`config.mk`:
```
export PLATFORM = sky130hd
export DESIGN_NAME = card_number_luhn_classifier
export DESIGN_NICKNAME = d
export VERILOG_FILES = /design/src/sv/clc_pkg.sv /design/src/sv/card_number_luhn_classifier.sv /design/src/sv/clc_digit_cell.sv
export SDC_FILE = /design/constraint.sdc
export NUM_CORES = 1
export LEC_CHECK = 0
export ABC_AREA = 1
export BUFFER_PORTS_ARGS = -buffer_cell sky130_fd_sc_hd__buf_2
export CAP_MARGIN = 40
export CORE_MARGIN = 4
export CORE_UTILIZATION = 24
export DETAILED_ROUTE_END_ITERATION = 12
export GPL_TIMING_DRIVEN = 0
export HOLD_SLACK_MARGIN = 0.03
export PLACE_DENSITY_LB_ADDON = 0.08
export RECOVER_POWER = 50
export SYNTH_ARGS = -nofsm -noshare
export SYNTH_HDL_FRONTEND = slang
export SYNTH_SLANG_ARGS = --single-unit
```
`constraint.sdc`:
```
create_clock -name clock -period 10.82 [get_ports clock]
set_clock_uncertainty 0.05 [all_clocks]
set_input_delay 2.164 -clock clock [delete_from_list [all_inputs] [get_ports clock]]
set_output_delay 2.164 -clock clock [all_outputs]
set_load 0.01 [all_outputs]
```
`src/sv/clc_pkg.sv`:
```
// Shared types, constants and helpers for the card number Luhn classifier.
package clc_pkg;

   localparam int CARD_WIDTH    = 63;
   localparam int SHIFT_WIDTH   = 64;
   localparam int BITS_PER_STEP = 4;
   localparam int NUM_DIGITS    = 20;
   localparam int CONVERT_STEPS = SHIFT_WIDTH / BITS_PER_STEP;
   localparam int SWEEP_STEPS   = NUM_DIGITS / 2;
   localparam int STEP_WIDTH    = $clog2(CONVERT_STEPS);
   localparam int COUNT_WIDTH   = 5;
   localparam int VERDICT_WIDTH = 2;
   localparam int REQ_DATA_WIDTH = 64;
   localparam int RSP_DATA_WIDTH = 8;

   typedef logic [3:0] digit_type;

   typedef enum logic [VERDICT_WIDTH-1:0] {
      VERDICT_INVALID = 2'd0,
      VERDICT_BRAND_A = 2'd1,
      VERDICT_BRAND_B = 2'd2,
      VERDICT_BRAND_C = 2'd3
   } verdict_type;

   typedef enum logic [1:0] {
      ST_IDLE,
      ST_CONVERT,
      ST_SWEEP,
      ST_FINISH
   } state_type;

   // Per-cycle command to every digit cell.
   typedef struct packed {
      logic clear;
      logic convert;
      logic sweep;
   } cell_ctrl_type;

   // Luhn weight for a digit in a doubled position.
   function automatic logic [4:0] luhn_double(input digit_type d);
      logic [4:0] dbl;
      dbl = {d, 1'b0};
      if (dbl > 5'd9) begin
         dbl = dbl - 5'd9;
      end
      return dbl;
   endfunction

endpackage

```
`src/sv/card_number_luhn_classifier.sv`:
```
// Top level of the card number classifier: control, digit chain and result register.
//
// Takes one 63-bit binary card number per word and returns one result word
// holding a brand verdict and the decimal digit count. The number is turned
// into BCD by a chain of twenty digit cells, four binary bits per cycle; the
// chain then shifts down two digits per cycle into a Luhn mod-10 accumulator
// that also tracks the digit count and leading two digits, and the leading
// pair and length then give the verdict. A new number is accepted only after
// the previous one has been converted, swept and classified. The result sits
// in an output register, so a new number is accepted while the previous
// result waits; a result is loaded only once the previous one has been taken,
// and the classify state holds for as long as that takes. Verdict: 0 invalid,
// 1 for leading digits 34 or 37, 2 for 51 to 55, 3 for 40 to 49; the number
// must also have 13, 15 or 16 digits and pass the Luhn check. Zero reports
// invalid with a count of zero.
module card_number_luhn_classifier (
   input  logic        clock,
   input  logic        reset,
   input  logic        req_tvalid,
   output logic        req_tready,
   input  logic [clc_pkg::REQ_DATA_WIDTH-1:0] req_tdata, // [62:0] card_number
   output logic        rsp_tvalid,
   input  logic        rsp_tready,
   output logic [clc_pkg::RSP_DATA_WIDTH-1:0] rsp_tdata  // [1:0] verdict, [6:2] digit_count
);
   import clc_pkg::*;

   state_type state_ff, state_in;
   logic [STEP_WIDTH-1:0] step_ff, step_in;
   logic [SHIFT_WIDTH-1:0] shift_ff, shift_in;
   logic [3:0]  acc_ff, acc_in;
   logic [COUNT_WIDTH-1:0] count_ff, count_in;
   digit_type   lead_hi_ff, lead_hi_in, lead_lo_ff, lead_lo_in;
   digit_type   prev_ff, prev_in;
   logic        rsp_valid_ff, rsp_valid_in;
   verdict_type rsp_verdict_ff, rsp_verdict_in;
   logic [COUNT_WIDTH-1:0] rsp_count_ff, rsp_count_in;

   cell_ctrl_type ctrl;
   logic      accept;
   logic [4:0] luhn_sum;
   logic [COUNT_WIDTH-1:0] pair_base;
   verdict_type verdict;
   logic      length_ok;

   logic [BITS_PER_STEP-1:0] carry [NUM_DIGITS];
   digit_type digits [NUM_DIGITS];

   // Digit chain: cell 0 takes the top input bits; each cell feeds its upper neighbor.
   assign carry[0] = {shift_ff[SHIFT_WIDTH-4], shift_ff[SHIFT_WIDTH-3],
                      shift_ff[SHIFT_WIDTH-2], shift_ff[SHIFT_WIDTH-1]};

   for (genvar i = 0; i < NUM_DIGITS; i++) begin : g_cell
      digit_type down;
      if (i + 2 < NUM_DIGITS) begin : g_down
         assign down = digits[i+2];
      end else begin : g_top
         assign down = '0;
      end
      if (i + 1 < NUM_DIGITS) begin : g_link
         clc_digit_cell u_cell (
            .clock    (clock),
            .ctrl     (ctrl),
            .bits_in  (carry[i]),
            .bits_out (carry[i+1]),
            .down_in  (down),
            .digit_out(digits[i])
         );
      end else begin : g_last
         // Top cell never overflows: 63 bits fit in 19 digits.
         clc_digit_cell u_cell (
            .clock    (clock),
            .ctrl     (ctrl),
            .bits_in  (carry[i]),
            .bits_out (),
            .down_in  (down),
            .digit_out(digits[i])
         );
      end
   end

   assign accept     = req_tvalid && req_tready;
   assign req_tready = (state_ff == ST_IDLE);

   // Luhn sum of the current digit pair, kept below ten.
   always_comb begin
      luhn_sum = 5'(acc_ff) + 5'(digits[0]) + luhn_double(digits[1]);
      if (luhn_sum >= 5'd20) begin
         luhn_sum = luhn_sum - 5'd20;
      end else if (luhn_sum >= 5'd10) begin
         luhn_sum = luhn_sum - 5'd10;
      end
   end

   assign pair_base = {1'b0, step_ff} << 1;

   // Classify from the leading pair and length.
   always_comb begin
      length_ok = (count_ff == 5'd13) || (count_ff == 5'd15) || (count_ff == 5'd16);
      verdict   = VERDICT_INVALID;
      if (length_ok && (acc_ff == 4'd0)) begin
         if (lead_hi_ff == 4'd3 && (lead_lo_ff == 4'd4 || lead_lo_ff == 4'd7)) begin
            verdict = VERDICT_BRAND_A;
         end else if (lead_hi_ff == 4'd5 && lead_lo_ff >= 4'd1 && lead_lo_ff <= 4'd5) begin
            verdict = VERDICT_BRAND_B;
         end else if (lead_hi_ff == 4'd4) begin
            verdict = VERDICT_BRAND_C;
         end
      end
   end

   always_comb begin
      state_in       = state_ff;
      step_in        = step_ff;
      shift_in       = shift_ff;
      acc_in         = acc_ff;
      count_in       = count_ff;
      lead_hi_in     = lead_hi_ff;
      lead_lo_in     = lead_lo_ff;
      prev_in        = prev_ff;
      rsp_valid_in   = rsp_valid_ff;
      rsp_verdict_in = rsp_verdict_ff;
      rsp_count_in   = rsp_count_ff;
      ctrl           = '0;

      // Drop the result once taken.
      if (rsp_valid_ff && rsp_tready) begin
         rsp_valid_in = 1'b0;
      end

      case (state_ff)
         ST_IDLE: begin
            if (accept) begin
               ctrl.clear = 1'b1;
               shift_in   = {1'b0, req_tdata[CARD_WIDTH-1:0]};
               step_in    = '0;
               state_in   = ST_CONVERT;
            end
         end
         ST_CONVERT: begin
            ctrl.convert = 1'b1;
            shift_in     = shift_ff << BITS_PER_STEP;
            step_in      = step_ff + 1'b1;
            if (step_ff == STEP_WIDTH'(CONVERT_STEPS - 1)) begin
               step_in    = '0;
               acc_in     = '0;
               count_in   = '0;
               lead_hi_in = '0;
               lead_lo_in = '0;
               prev_in    = '0;
               state_in   = ST_SWEEP;
            end
         end
         ST_SWEEP: begin
            // Advance the chain two digits; the last nonzero digit sets count and lead.
            ctrl.sweep = 1'b1;
            acc_in     = luhn_sum[3:0];
            prev_in    = digits[1];
            if (digits[1] != 4'd0) begin
               count_in   = pair_base + 5'd2;
               lead_hi_in = digits[1];
               lead_lo_in = digits[0];
            end else if (digits[0] != 4'd0) begin
               count_in   = pair_base + 5'd1;
               lead_hi_in = digits[0];
               lead_lo_in = prev_ff;
            end
            step_in = step_ff + 1'b1;
            if (step_ff == STEP_WIDTH'(SWEEP_STEPS - 1)) begin
               state_in = ST_FINISH;
            end
         end
         ST_FINISH: begin
            // Hold until the output register is free.
            if (!rsp_valid_ff || rsp_tready) begin
               rsp_valid_in   = 1'b1;
               rsp_verdict_in = verdict;
               rsp_count_in   = count_ff;
               state_in       = ST_IDLE;
            end
         end
         default: begin
            state_in = ST_IDLE;
         end
      endcase
   end

   always_ff @(posedge clock) begin
      if (reset) begin
         state_ff     <= ST_IDLE;
         rsp_valid_ff <= 1'b0;
      end else begin
         state_ff     <= state_in;
         rsp_valid_ff <= rsp_valid_in;
      end
   end

   always_ff @(posedge clock) begin
      step_ff        <= step_in;
      shift_ff       <= shift_in;
      acc_ff         <= acc_in;
      count_ff       <= count_in;
      lead_hi_ff     <= lead_hi_in;
      lead_lo_ff     <= lead_lo_in;
      prev_ff        <= prev_in;
      rsp_verdict_ff <= rsp_verdict_in;
      rsp_count_ff   <= rsp_count_in;
   end

   assign rsp_tvalid = rsp_valid_ff;
   assign rsp_tdata  = {1'b0, rsp_count_ff, rsp_verdict_ff};

endmodule

```
`src/sv/clc_digit_cell.sv`:
```
// One BCD digit cell of the double-dabble and sweep chain.
module clc_digit_cell (
   input  logic                   clock,
   input  clc_pkg::cell_ctrl_type ctrl,
   input  logic [clc_pkg::BITS_PER_STEP-1:0] bits_in,
   output logic [clc_pkg::BITS_PER_STEP-1:0] bits_out,
   input  clc_pkg::digit_type     down_in,
   output clc_pkg::digit_type     digit_out
);
   import clc_pkg::*;

   digit_type digit_ff;
   digit_type digit_in;
   digit_type dabble;

   // Several add-3-then-shift steps per cycle, lowest neighbor feeding each step.
   always_comb begin
      digit_type adj;
      dabble   = digit_ff;
      bits_out = '0;
      for (int s = 0; s < BITS_PER_STEP; s++) begin
         adj         = (dabble >= 4'd5) ? dabble + 4'd3 : dabble;
         bits_out[s] = adj[3];
         dabble      = {adj[2:0], bits_in[s]};
      end
   end

   always_comb begin
      if (ctrl.clear) begin
         digit_in = '0;
      end else if (ctrl.convert) begin
         digit_in = dabble;
      end else if (ctrl.sweep) begin
         digit_in = down_in;
      end else begin
         digit_in = digit_ff;
      end
   end

   always_ff @(posedge clock) begin
      digit_ff <= digit_in;
   end

   assign digit_out = digit_ff;

endmodule
```
==> load_flow_metrics.sql, run 1 <==
INSERT INTO impl_metrics (metric_group, metric, value, unit) VALUES
('clock_tree', 'worst_setup_hold_path_clk_slew', '0.08', 'ns'),
('sta', 'unrepaired_setup_endpoints_after_global_routing', 'no', ''),
('critical_path', 'critical_path.slowest_cell', 'sky130_fd_sc_hd__fa_1', ''),
('critical_path', 'path_buf_inv', '5', ''),
('route', 'via_count', '15450', ''),
('critical_path', 'crit_path_start', 'g_cell[1].g_link.u_cell.digit_out[0]', ''),
('die', 'die-area', '72430', 'µm²'),
('grt', 'first_pass_grt_wire_length', '79110', 'µm'),
('synthesis', 'synth-seq-area-share', '0.2777', ''),
('route', 'post-route-drc-count', '0', ''),
('critical_path', 'worst_path_most_repeated_cell', 'sky130_fd_sc_hd__inv_1', ''),
('clock_tree', 'post_cts.repair.setup_buffers', '0', ''),
('final_layout', 'instances_no_fill', '3396', ''),
('sta', 'slew_viol_final', '0', ''),
('clock_tree', 'ctsHoldBuffers', '0', ''),
('route', 'initialDrtViolationCount', '717', ''),
('die', 'fp.dieW', '269.1', 'µm'),
('worst_hold_path', 'worst_hold_launch', 'count_ff[1]', ''),
('flow_run', 'cap_violations', '0', ''),
('sta', 'tightest_slew', '1.102', 'ns'),
('route', 'dr.max_layer_used', 'met4', ''),
('critical_path', 'worst-path-stages', '17', ''),
('sta', 'slew-limit-headroom', '0.2604', ''),
('final_layout', 'num_antenna_cells', '0', ''),
('placed_design', 'io_buffer_count', '75', ''),
('synthesis', 'synth-edff-count', '96', ''),
('synthesis', 'syn_inst', '2405', ''),
('critical_path', 'critPathLaunchType', 'flop', ''),
('critical_path', 'critical_path_arrival', '4.21', 'ns'),
('critical_path', 'crit_path_max_fanout', '5', ''),
('synthesis', 'synth_flop_cell', 'sky130_fd_sc_hd__edfxtp_1', ''),
('die', 'dieHeight', '269.1', 'µm'),
('route', 'wirelength_met1', '24610', 'µm'),
('final_layout', 'area_growth_syn_to_layout', '13.19', '%'),
('critical_path', 'ff2ff_path_depth', '17', ''),
('clock_tree', 'cts_max_level', '4', ''),
('sta', 'final.setup.tns', '0', 'ns'),
('critical_path', 'r2r_start', 'g_cell[1].g_link.u_cell.digit_out[0]', ''),
('critical_path', 'timing.critical_path.max_delay_family', 'adder cells', ''),
('route', 'routed_wirelength', '49790', 'µm'),
('grt', 'grt_remaining_overflow', '0', ''),
('clock_tree', 'numClockSinks', '179', ''),
('grt', 'grt_max_degree', '27', ''),
('die', 'floorplan.rows', '95', ''),
('clock_tree', 'cts_repair_resize_count', '0', ''),
('clock_tree', 'insertion_delay', '0.49', 'ns'),
('sta', 'final.min_clock_period', '4.013', 'ns'),
('synthesis', 'synth_seq_cells', '179', ''),
('critical_path', 'critical_path.max_stage_delay', '0.54', 'ns'),
('final_layout', 'layout-drive-gt1-share', '0.1673', ''),
('clock_tree', 'tritoncts', 'built', ''),
('worst_hold_path', 'hold_path.class', 'reg -> reg', ''),
('critical_path', 'setup.worst_path.end_class', 'flop', ''),
('sta', 'setup_viol', '0', ''),
('placed_design', 'placed_cells_incl_taps', '3364', ''),
('critical_path', 'cp_data_required_time', '11.02', 'ns'),
('final_layout', 'register_area', '4544', 'µm²'),
('route', 'number_of_search_and_repair_iterations_in_the_first_detailed_routing_pass', '5', ''),
('route', 'met3WireLength', '1025', 'µm'),
('synthesis', 'synth_warnings', '0', ''),
('final_layout', 'num-fill-cells', '7376', ''),
('grt', 'grt_util_all_layers', '0.1360', ''),
('sta', 'report.final.hold_viol_count', '0', ''),
('final_layout', 'num-nets-final', '2676', ''),
('critical_path', 'critical_path_cell_by_cell', 'inv_1 > ha_1 > inv_1 > nand2_1 > nand2_1 > xor2_1 > fa_1 > inv_1 > ha_1 > fa_1 > inv_1 > ha_1 > a21boi_0 > o21ai_0 > o21ai_0 > o21ai_0 > inv_1', ''),
('synthesis', 'synth_area', '16370', 'µm²'),
('worst_hold_path', 'hold_path_depth', '0', ''),
('outcome', 'status', 'finished clean', ''),
('synthesis', 'yosysUniqueCellTypes', '55', ''),
('synthesis', 'mappedNetlistNets', '2571', ''),
('sta', 'max_freq', '0.2492', 'GHz');
cells in the mapped netlist, types with 6 or more instances:
master | number | area, µm²
sky130_fd_sc_hd__nand2_1 | 782 | 2935
sky130_fd_sc_hd__xor2_1 | 6 | 52.55
sky130_fd_sc_hd__nor2_1 | 33 | 123.9
sky130_fd_sc_hd__and2_4 | 13 | 113.9
sky130_fd_sc_hd__nand3b_1 | 12 | 90.09
sky130_fd_sc_hd__edfxtp_1 | 96 | 2883
sky130_fd_sc_hd__nand2_4 | 25 | 281.5
sky130_fd_sc_hd__inv_1 | 309 | 1160
sky130_fd_sc_hd__clkbuf_1 | 49 | 183.9
sky130_fd_sc_hd__a31o_2 | 9 | 78.83
sky130_fd_sc_hd__o211ai_1 | 8 | 60.06
sky130_fd_sc_hd__a21o_1 | 21 | 157.7
sky130_fd_sc_hd__o21ai_1 | 10 | 50.05
sky130_fd_sc_hd__nand2_2 | 131 | 819.5
sky130_fd_sc_hd__nand3_1 | 213 | 1066
sky130_fd_sc_hd__a21oi_1 | 138 | 690.7
sky130_fd_sc_hd__ha_1 | 93 | 1164
sky130_fd_sc_hd__nand4_1 | 68 | 425.4
sky130_fd_sc_hd__and2_1 | 12 | 75.07
sky130_fd_sc_hd__o21ai_0 | 103 | 515.5
sky130_fd_sc_hd__a21oi_2 | 11 | 96.34
sky130_fd_sc_hd__dfxtp_1 | 83 | 1662
sky130_fd_sc_hd__o21bai_1 | 7 | 52.55
sky130_fd_sc_hd__o21ai_2 | 26 | 227.7
sky130_fd_sc_hd__nand3_2 | 70 | 700.7
sky130_fd_sc_hd__inv_2 | 14 | 52.55
area by class of cell:
cell class,instances,area share
Timing Repair Buffer,86,0.02614
Tap cell,873,0.05897
Clock buffer,18,0.02317
Multi-Input combinational cell,1844,0.5601
Buffer,56,0.01182
Clock inverter,14,0.008443
Sequential cell,179,0.2453
Inverter,326,0.06606
layer usage:
layer,up-vias,global-route usage
li1,8115,-
met1,7181,0.1817
met2,120,0.2317
met3,38,0.02080
met4,0,0.03156
met5,-,0
cells by family after synthesis:
family	count (synthesis)	share of synthesized area
compound gates	350	0.1276
other cells	1	0.0002291
fa+ha+maj	98	0.07722
simple gates	1375	0.4136
xor+xnor	20	0.01552
buf+inv	382	0.08815
flops	179	0.2777
flip-flops by register name (all words and copies together), names as in the netlist:
| name | count |
|---|---|
| lead_lo_ff | 4 |
| rsp_count_ff | 5 |
| g_cell.g_link.u_cell.digit_out | 76 |
| step_ff | 4 |
| rsp_verdict_ff | 2 |
| lead_hi_ff | 4 |
| acc_ff | 4 |
| state_ff | 2 |
| count_ff | 5 |
| g_cell.g_last.u_cell.digit_out | 4 |
| shift_ff | 64 |
| rsp_tvalid | 1 |
| prev_ff | 4 |
metrics by stage:
step	hold WS [ns]	worst slack, ns	area (µm²)	utilization
final	0.4045	6.807	18520	0.2749
after global routing	0.4219	6.373	18520	0.2749
after CTS	0.4080	6.905	18590	0.2758
after detailed placement	0.3876	6.571	18000	0.2671
after global placement	0.3944	1.117	17830	0.2646
after floorplan	0.3764	4.377	16370	-
worst paths after layout:
kind         slack, ns              end
max               6.81        acc_ff[2]
max reg2reg       6.81        acc_ff[2]
min               0.40  rsp_count_ff[1]
min reg2reg       0.40  rsp_count_ff[1]
placed cells by master, fill, tap and decap left out, types with 6 or more instances in the layout:
cell type	count
sky130_fd_sc_hd__nand2_1	784
sky130_fd_sc_hd__inv_1	311
sky130_fd_sc_hd__nand3_1	214
sky130_fd_sc_hd__a21oi_1	138
sky130_fd_sc_hd__nand2_2	130
sky130_fd_sc_hd__o21ai_0	102
sky130_fd_sc_hd__edfxtp_1	96
sky130_fd_sc_hd__ha_1	93
sky130_fd_sc_hd__dfxtp_1	83
sky130_fd_sc_hd__nand3_2	69
sky130_fd_sc_hd__nand4_1	68
sky130_fd_sc_hd__buf_2	68
sky130_fd_sc_hd__clkbuf_1	64
sky130_fd_sc_hd__nor2_1	33
sky130_fd_sc_hd__o21ai_2	26
sky130_fd_sc_hd__nand2_4	24
sky130_fd_sc_hd__a21o_1	21
sky130_fd_sc_hd__clkbuf_16	17
sky130_fd_sc_hd__and2_4	13
sky130_fd_sc_hd__inv_2	12
sky130_fd_sc_hd__and2_1	12
sky130_fd_sc_hd__nand3b_1	12
sky130_fd_sc_hd__a21oi_2	11
sky130_fd_sc_hd__o21ai_1	10
sky130_fd_sc_hd__a31o_2	9
sky130_fd_sc_hd__o211ai_1	8
sky130_fd_sc_hd__o21bai_1	7
sky130_fd_sc_hd__xor2_1	6
sky130_fd_sc_hd__inv_8	6
Power of run 1 is left out: the tool's default activity adds up to more than one toggle a clock period on the data nets, which glitch-free logic cannot reach.
==> run 2, diff against run 1 <==
--- a/config.mk
+++ b/config.mk
@@ -5,7 +5,7 @@
 export SDC_FILE = /design/constraint.sdc
 export NUM_CORES = 1
 export LEC_CHECK = 0
-export ABC_AREA = 1
+export ABC_AREA = 0
 export BUFFER_PORTS_ARGS = -buffer_cell sky130_fd_sc_hd__buf_2
 export CAP_MARGIN = 40
 export CORE_MARGIN = 4
==> constraint.sdc (replaced) <==
create_clock -name clock -period 3.9 [get_ports clock]
set_clock_uncertainty 0.05 [all_clocks]
set_input_delay 0.78 -clock clock [delete_from_list [all_inputs] [get_ports clock]]
set_output_delay 0.78 -clock clock [all_outputs]
set_load 0.01 [all_outputs]
==> load_flow_metrics.sql, run 2 <==
INSERT INTO impl_metrics (metric_group, metric, value, unit) VALUES
('flow_run', 'cap_violations', '0', ''),
('final_layout', 'most-common-layout-cells', 'sky130_fd_sc_hd__nand2_1 (164), sky130_fd_sc_hd__o21ai_0 (130), sky130_fd_sc_hd__nor2_1 (113)', ''),
('grt', 'grt_util_all_layers', '0.1484', ''),
('route', 'routed_wirelength', '56080', 'µm'),
('final_layout', 'postLayoutCellArea', '19530', 'µm²'),
('grt', 'grt_max_degree', '24', ''),
('clock_tree', 'cts_inserted_buffers', '17', ''),
('final_layout', 'num-fill-cells', '7455', ''),
('critical_path', 'critical_path_arrival', '4.10', 'ns'),
('critical_path', 'critPathLaunchType', 'flop', ''),
('sta', 'setup_viol', '0', ''),
('synthesis', 'mappedNetlistNets', '2134', ''),
('die', 'floorplan_core_area', '68710', 'µm²'),
('placed_design', 'placed_cells_incl_taps', '2995', ''),
('placed_design', 'detailed_place.area', '18500', 'µm²'),
('sta', 'slew-limit-headroom', '0.3802', ''),
('synthesis', 'yosys.area_share.xor_xnor', '0.05111', ''),
('final_layout', 'commonest_non_fill_non_tap_cell_in_the_layout', 'sky130_fd_sc_hd__nand2_1', ''),
('synthesis', 'synthMuxAreaShare', '0.09292', ''),
('route', 'postRouteAntennaNets', '0', ''),
('die', 'dieHeight', '271.6', 'µm'),
('final_layout', 'register_area', '4569', 'µm²'),
('die', 'floorplan.rows', '96', ''),
('critical_path', 'critical_path_class', 'reg -> reg', ''),
('synthesis', 'synth_top_family_by_area', 'compound AO/OA/AOI/OAI gates', ''),
('die', 'initial_utilization', '0.2426', ''),
('clock_tree', 'clk_root_buffer_cell', 'sky130_fd_sc_hd__clkbuf_16', ''),
('grt', 'grt_remaining_overflow', '0', ''),
('route', 'wire_per_inst', '18.50', 'µm'),
('final_layout', 'multi_input_comb_area', '11670', 'µm²'),
('grt', 'first_global_vias', '14290', ''),
('final_layout', 'num-nets-final', '2254', ''),
('clock_tree', 'numClockSinks', '179', ''),
('placed_design', 'final_hpwl_dp', '44010', 'µm'),
('synthesis', 'syn_inst', '1968', ''),
('synthesis', 'syn-mean-instance-area', '8.471', 'µm²'),
('clock_tree', 'worst_setup_hold_path_clk_slew', '0.08', 'ns'),
('outcome', 'status', 'finished clean', ''),
('synthesis', 'synth_area', '16670', 'µm²'),
('die', 'num_io_pins', '78', ''),
('final_layout', 'layout-drive-gt1-share', '0.2085', ''),
('critical_path', 'crit_path_max_fanout', '6', ''),
('synthesis', 'synth.cells.most_frequent', 'sky130_fd_sc_hd__nand2_1 (165), sky130_fd_sc_hd__o21ai_0 (134), sky130_fd_sc_hd__nor2_1 (116), sky130_fd_sc_hd__inv_1 (111), sky130_fd_sc_hd__a21oi_1 (101)', ''),
('die', 'die-area', '73740', 'µm²'),
('route', 'via_count', '15130', ''),
('route', 'post-route-drc-count', '0', ''),
('synthesis', 'ys_async_sr_fraction', '0', ''),
('grt', 'first_pass_grt_wire_length', '85140', 'µm'),
('synthesis', 'synth-simple-area-share', '0.1650', ''),
('route', 'number_of_search_and_repair_iterations_in_the_first_detailed_routing_pass', '5', ''),
('synthesis', 'yosysMostFrequentCell', 'sky130_fd_sc_hd__nand2_1', ''),
('clock_tree', 'tritoncts', 'built', ''),
('sta', 'final.min_clock_period', '3.716', 'ns'),
('route', 'initialDrtViolationCount', '925', ''),
('grt', 'grt_antenna_before_repair', '1', ''),
('clock_tree', 'maximum_clock_path_buffer_count', '2', ''),
('sta', 'max_freq', '0.2691', 'GHz'),
('route', 'detail_route.vias_per_cell', '4.990', ''),
('placed_design', 'io_buffer_count', '75', ''),
('critical_path', 'cp_data_required_time', '4.28', 'ns'),
('sta', 'tightest_slew', '0.9297', 'ns'),
('clock_tree', 'cts_max_level', '4', ''),
('synthesis', 'synth-edff-count', '96', ''),
('worst_hold_path', 'hold_path.class', 'reg -> reg', ''),
('synthesis', 'post-synth-top-area-fraction', '0.1729', ''),
('clock_tree', 'insertion_delay', '0.50', 'ns'),
('synthesis', 'synth-seq-area-share', '0.2726', ''),
('synthesis', 'synth_flop_cell', 'sky130_fd_sc_hd__edfxtp_1', ''),
('final_layout', 'largest_reg_flops', '76', ''),
('synthesis', 'post_synth_adder_cell_area', '0.07580', ''),
('sta', 'slew_viol_final', '0', ''),
('sta', 'post-route-period-util', '0.9527', ''),
('clock_tree', 'ctsHoldBuffers', '0', ''),
('sta', 'whs', '0.4080', 'ns'),
('sta', 'unrepaired_setup_endpoints_after_global_routing', 'yes', ''),
('synthesis', 'synthDominantAreaCellType', 'sky130_fd_sc_hd__edfxtp_1', ''),
('critical_path', 'setup.worst_path.end_class', 'flop', ''),
('synthesis', 'synth_warnings', '0', ''),
('synthesis', 'share_of_the_synthesized_area_in_compound_gates_ao_oa_aoi_oai', '0.2929', ''),
('sta', 'final.setup.tns', '0', 'ns'),
('placed_design', 'last_weighted_congestion_value_of_the_routability_driven_placer', '0.8042', ''),
('synthesis', 'synth_top_cells_by_area', 'sky130_fd_sc_hd__edfxtp_1 (17%), sky130_fd_sc_hd__dfxtp_1 (10%), sky130_fd_sc_hd__ha_1 (7.0%)', ''),
('final_layout', 'instances_no_fill', '3032', ''),
('synthesis', 'yosysUniqueCellTypes', '102', ''),
('sta', 'report.final.hold_viol_count', '0', ''),
('final_layout', 'area_growth_syn_to_layout', '17.15', '%'),
('synthesis', 'synth_seq_cells', '179', ''),
('die', 'fp.dieW', '271.6', 'µm'),
('final_layout', 'num_antenna_cells', '0', '');
## run 2: area by class of cell
class / count / share of cell area
sequential: 179 / 0.2340
clock inverter: 15 / 0.01044
inverter: 124 / 0.02454
timing repair buffer: 101 / 0.03395
tap: 931 / 0.05965
multi-input combinational: 1579 / 0.5975
buffer: 86 / 0.01819
clock buffer: 17 / 0.02178
## run 2: through the flow
step	utilization	setup WS, ns
final	0.2843	0.1844
after global routing	0.2843	-0.02998
after CTS	0.2792	0.003751
after detailed placement	0.2693	-0.3678
after global placement	0.2651	-1.789
after floorplan	-	0.1492
## run 2: cells by family (layout without fill, tap and decap cells)
family	Yosys count	in the layout
other	1	1
adders and majority gates	98	98
and+or+nand+nor	552	552
buffers and inverters	210	343
muxes	141	141
DFF	179	179
AOI/OAI and AO/OA	706	706
xor gates and xnor gates	81	81
## run 2: what timing repair did
action                                  CTS  global route
gates resized for setup                  11            88
endpoints found under the hold margin     0             0
endpoints found under the setup margin   29            65
buffers inserted                          1             4
pin swaps                                 2            12
## run 2: path summary, 6_finish.rpt
| path | slack [ns] | cells after the start | start | to |
|---|---|---|---|---|
| min | 0.41 | 0 | count_ff[1] | rsp_count_ff[1] |
| max | 0.18 | 16 | g_cell[5].g_link.u_cell.digit_out[0] | g_cell[6].g_link.u_cell.digit_out[3] |
| max reg2reg | 0.18 | 16 | g_cell[5].g_link.u_cell.digit_out[0] | g_cell[6].g_link.u_cell.digit_out[3] |
| min reg2reg | 0.41 | 0 | count_ff[1] | rsp_count_ff[1] |
## run 2: routing by layer
layer / GRT usage / part of all wire / up-vias
li1: - / - / 7567
met1: 0.2033 / 0.48 / 7303
met2: 0.2501 / 0.48 / 225
met3: 0.02006 / 0.031 / 36
met4: 0.03093 / 0.011 / 0
met5: 0 / 0 / -
## run 2: worst max-delay path: stages, from the launching register on
cell,delay (ns)
sky130_fd_sc_hd__dfxtp_1,0.52
sky130_fd_sc_hd__inv_1,0.08
sky130_fd_sc_hd__ha_1,0.25
sky130_fd_sc_hd__nand2b_1,0.12
sky130_fd_sc_hd__or3b_1,0.35
sky130_fd_sc_hd__and2_4,0.16
sky130_fd_sc_hd__clkinv_2,0.06
sky130_fd_sc_hd__ha_1,0.16
sky130_fd_sc_hd__o21ai_0,0.11
sky130_fd_sc_hd__a31oi_2,0.34
sky130_fd_sc_hd__inv_1,0.08
sky130_fd_sc_hd__ha_1,0.27
sky130_fd_sc_hd__o21ba_2,0.15
sky130_fd_sc_hd__a211o_1,0.31
sky130_fd_sc_hd__or3_1,0.32
sky130_fd_sc_hd__o211ai_1,0.16
sky130_fd_sc_hd__a32o_1,0.17
Power of run 2 is left out for the same reason.
==> run 3, diff against run 2 <==
--- a/config.mk
+++ b/config.mk
@@ -11,6 +11,7 @@
 export CORE_MARGIN = 4
 export CORE_UTILIZATION = 24
 export DETAILED_ROUTE_END_ITERATION = 12
+export GPL_ROUTABILITY_DRIVEN = 0
 export GPL_TIMING_DRIVEN = 0
 export HOLD_SLACK_MARGIN = 0.03
 export PLACE_DENSITY_LB_ADDON = 0.08
==> constraint.sdc (replaced) <==
create_clock -name clock -period 4.1 [get_ports clock]
set_clock_uncertainty 0.05 [all_clocks]
set_input_delay 0.82 -clock clock [delete_from_list [all_inputs] [get_ports clock]]
set_output_delay 0.82 -clock clock [all_outputs]
set_load 0.01 [all_outputs]
==> load_flow_metrics.sql, run 3 (synthesis results as in run 2) <==
INSERT INTO impl_metrics (metric_group, metric, value, unit) VALUES
('critical_path', 'setup.worst_path.end_class', 'flop', ''),
('critical_path', 'worst_path_most_repeated_cell', 'sky130_fd_sc_hd__clkbuf_1', ''),
('die', 'initial_utilization', '0.2426', ''),
('final_layout', 'num_antenna_cells', '0', ''),
('clock_tree', 'numClockSinks', '179', ''),
('clock_tree', 'cts_max_level', '4', ''),
('route', 'wirelength_met1', '27130', 'µm'),
('die', 'num_io_pins', '78', ''),
('critical_path', 'critical_path_arrival', '4.06', 'ns'),
('sta', 'slew_viol_final', '0', ''),
('sta', 'final.min_clock_period', '3.903', 'ns'),
('critical_path', 'critical_path.max_stage_delay', '0.72', 'ns'),
('sta', 'final_critical_path_setup_slack', '0.1972', 'ns'),
('grt', 'grt_antenna_before_repair', '1', ''),
('route', 'postRouteAntennaNets', '0', ''),
('route', 'routed_wirelength', '56210', 'µm'),
('die', 'die-area', '73740', 'µm²'),
('final_layout', 'layout-drive-gt1-share', '0.1825', ''),
('sta', 'report.final.hold_viol_count', '0', ''),
('final_layout', 'num-nets-final', '2252', ''),
('worst_hold_path', 'hold_path_depth', '0', ''),
('clock_tree', 'maximum_clock_path_buffer_count', '2', ''),
('worst_hold_path', 'hold_path.class', 'reg -> reg', ''),
('route', 'post-route-drc-count', '0', ''),
('final_layout', 'commonest_non_fill_non_tap_cell_in_the_layout', 'sky130_fd_sc_hd__nand2_1', ''),
('sta', 'post-route-period-util', '0.9519', ''),
('clock_tree', 'cts_inserted_buffers', '17', ''),
('placed_design', 'pre_cts_slack', '-0.1678', 'ns'),
('die', 'floorplan_core_area', '68710', 'µm²'),
('critical_path', 'critical_path_class', 'reg -> reg', ''),
('sta', 'max_freq', '0.2562', 'GHz'),
('route', 'met3WireLength', '1735', 'µm'),
('final_layout', 'area_growth_syn_to_layout', '15.38', '%'),
('die', 'fp.dieW', '271.6', 'µm'),
('route', 'wl_met2', '26670', 'µm'),
('sta', 'tightest_slew', '1.114', 'ns'),
('sta', 'final.setup.tns', '0', 'ns'),
('route', 'number_of_search_and_repair_iterations_in_the_first_detailed_routing_pass', '5', ''),
('critical_path', 'crit_path_max_fanout', '23', ''),
('critical_path', 'ff2ff_path_depth', '8', ''),
('clock_tree', 'insertion_delay', '0.50', 'ns'),
('grt', 'first_pass_grt_wire_length', '84990', 'µm'),
('outcome', 'status', 'finished clean', ''),
('grt', 'first_global_vias', '14260', ''),
('final_layout', 'most-common-layout-cells', 'sky130_fd_sc_hd__nand2_1 (165), sky130_fd_sc_hd__o21ai_0 (133), sky130_fd_sc_hd__nor2_1 (115)', ''),
('route', 'initialDrtViolationCount', '995', ''),
('grt', 'grt_remaining_overflow', '0', ''),
('flow_run', 'cap_violations', '0', ''),
('placed_design', 'final_hpwl_dp', '44010', 'µm'),
('final_layout', 'num-fill-cells', '7465', ''),
('route', 'wire_per_inst', '18.55', 'µm'),
('final_layout', 'largest_reg_flops', '76', ''),
('critical_path', 'critical_path.slowest_cell', 'sky130_fd_sc_hd__clkinv_1', ''),
('final_layout', 'utilization', '0.2800', ''),
('clock_tree', 'worst_setup_hold_path_clk_slew', '0.08', 'ns'),
('route', 'via_count', '15150', ''),
('grt', 'grt_util_all_layers', '0.1482', ''),
('sta', 'setup_viol', '0', ''),
('clock_tree', 'tritoncts', 'built', ''),
('route', 'dr.max_layer_used', 'met4', ''),
('die', 'dieHeight', '271.6', 'µm'),
('placed_design', 'io_buffer_count', '75', ''),
('critical_path', 'cp_data_required_time', '4.25', 'ns'),
('grt', 'grt_max_degree', '24', ''),
('critical_path', 'critPathLaunchType', 'flop', ''),
('clock_tree', 'clk_root_buffer_cell', 'sky130_fd_sc_hd__clkbuf_16', ''),
('route', 'detail_route.vias_per_cell', '4.998', ''),
('critical_path', 'critical_path_cell_by_cell', 'inv_1 > ha_1 > clkbuf_1 > clkinv_1 > clkbuf_1 > o21ai_4 > buf_12 > buf_16', ''),
('die', 'floorplan.rows', '96', ''),
('sta', 'slew-limit-headroom', '0.2577', '');
run 3: through the flow:
step,hold WS (ns),instances,instance area [µm²]
5_1_grt,0.4258,3030,19230
6_report,0.4077,3030,19230
3_3_place_gp,0.4018,2974,18220
2_1_floorplan,0.3772,1968,16670
3_5_place_dp,0.3920,2995,18500
4_1_cts,0.4098,3027,19150
run 3: timing repair:
item | in CTS | in global routing
hold buffers | 0 | 0
gates resized for setup | 5 | 24
buffers inserted | 0 | 2
cloned | 0 | 1
endpoints found under the setup margin | 3 | 48
endpoints found under the hold margin | 0 | 0
pin swaps | 1 | 6
run 3: worst paths after layout:
kind	from	slack [ns]	endpoint
setup / recovery	state_ff[1]	0.20	shift_ff[24]
hold / removal	count_ff[1]	0.41	rsp_count_ff[1]
setup reg to reg	state_ff[1]	0.20	shift_ff[24]
hold reg to reg	count_ff[1]	0.41	rsp_count_ff[1]
run 3: routing by layer:
metal,up-vias,GRT usage
li1,7575,-
met1,7322,0.2031
met2,214,0.2496
met3,34,0.02006
met4,0,0.03093
met5,-,0
run 3: critical path: cells and delay by family (launching register included):
kind | cells | cell delay [ns]
DFF | 1 | 0.36
AOI/OAI and AO/OA | 1 | 0.67
adders and majority gates | 1 | 0.14
buffers and inverters | 6 | 2.35
run 3: layout make-up:
type                            instances  area [µm²]  area share
Timing Repair Buffer                   98       636.9     0.03311
Sequential cell                       179        4553      0.2367
Clock inverter                         15       203.9     0.01060
Inverter                              124       470.5     0.02446
Clock buffer                           17       425.4     0.02212
Multi-Input combinational cell       1580       11420      0.5940
Buffer                                 86       355.3     0.01847
Tap cell                              931        1165     0.06056
Power of run 3 is left out for the same reason.
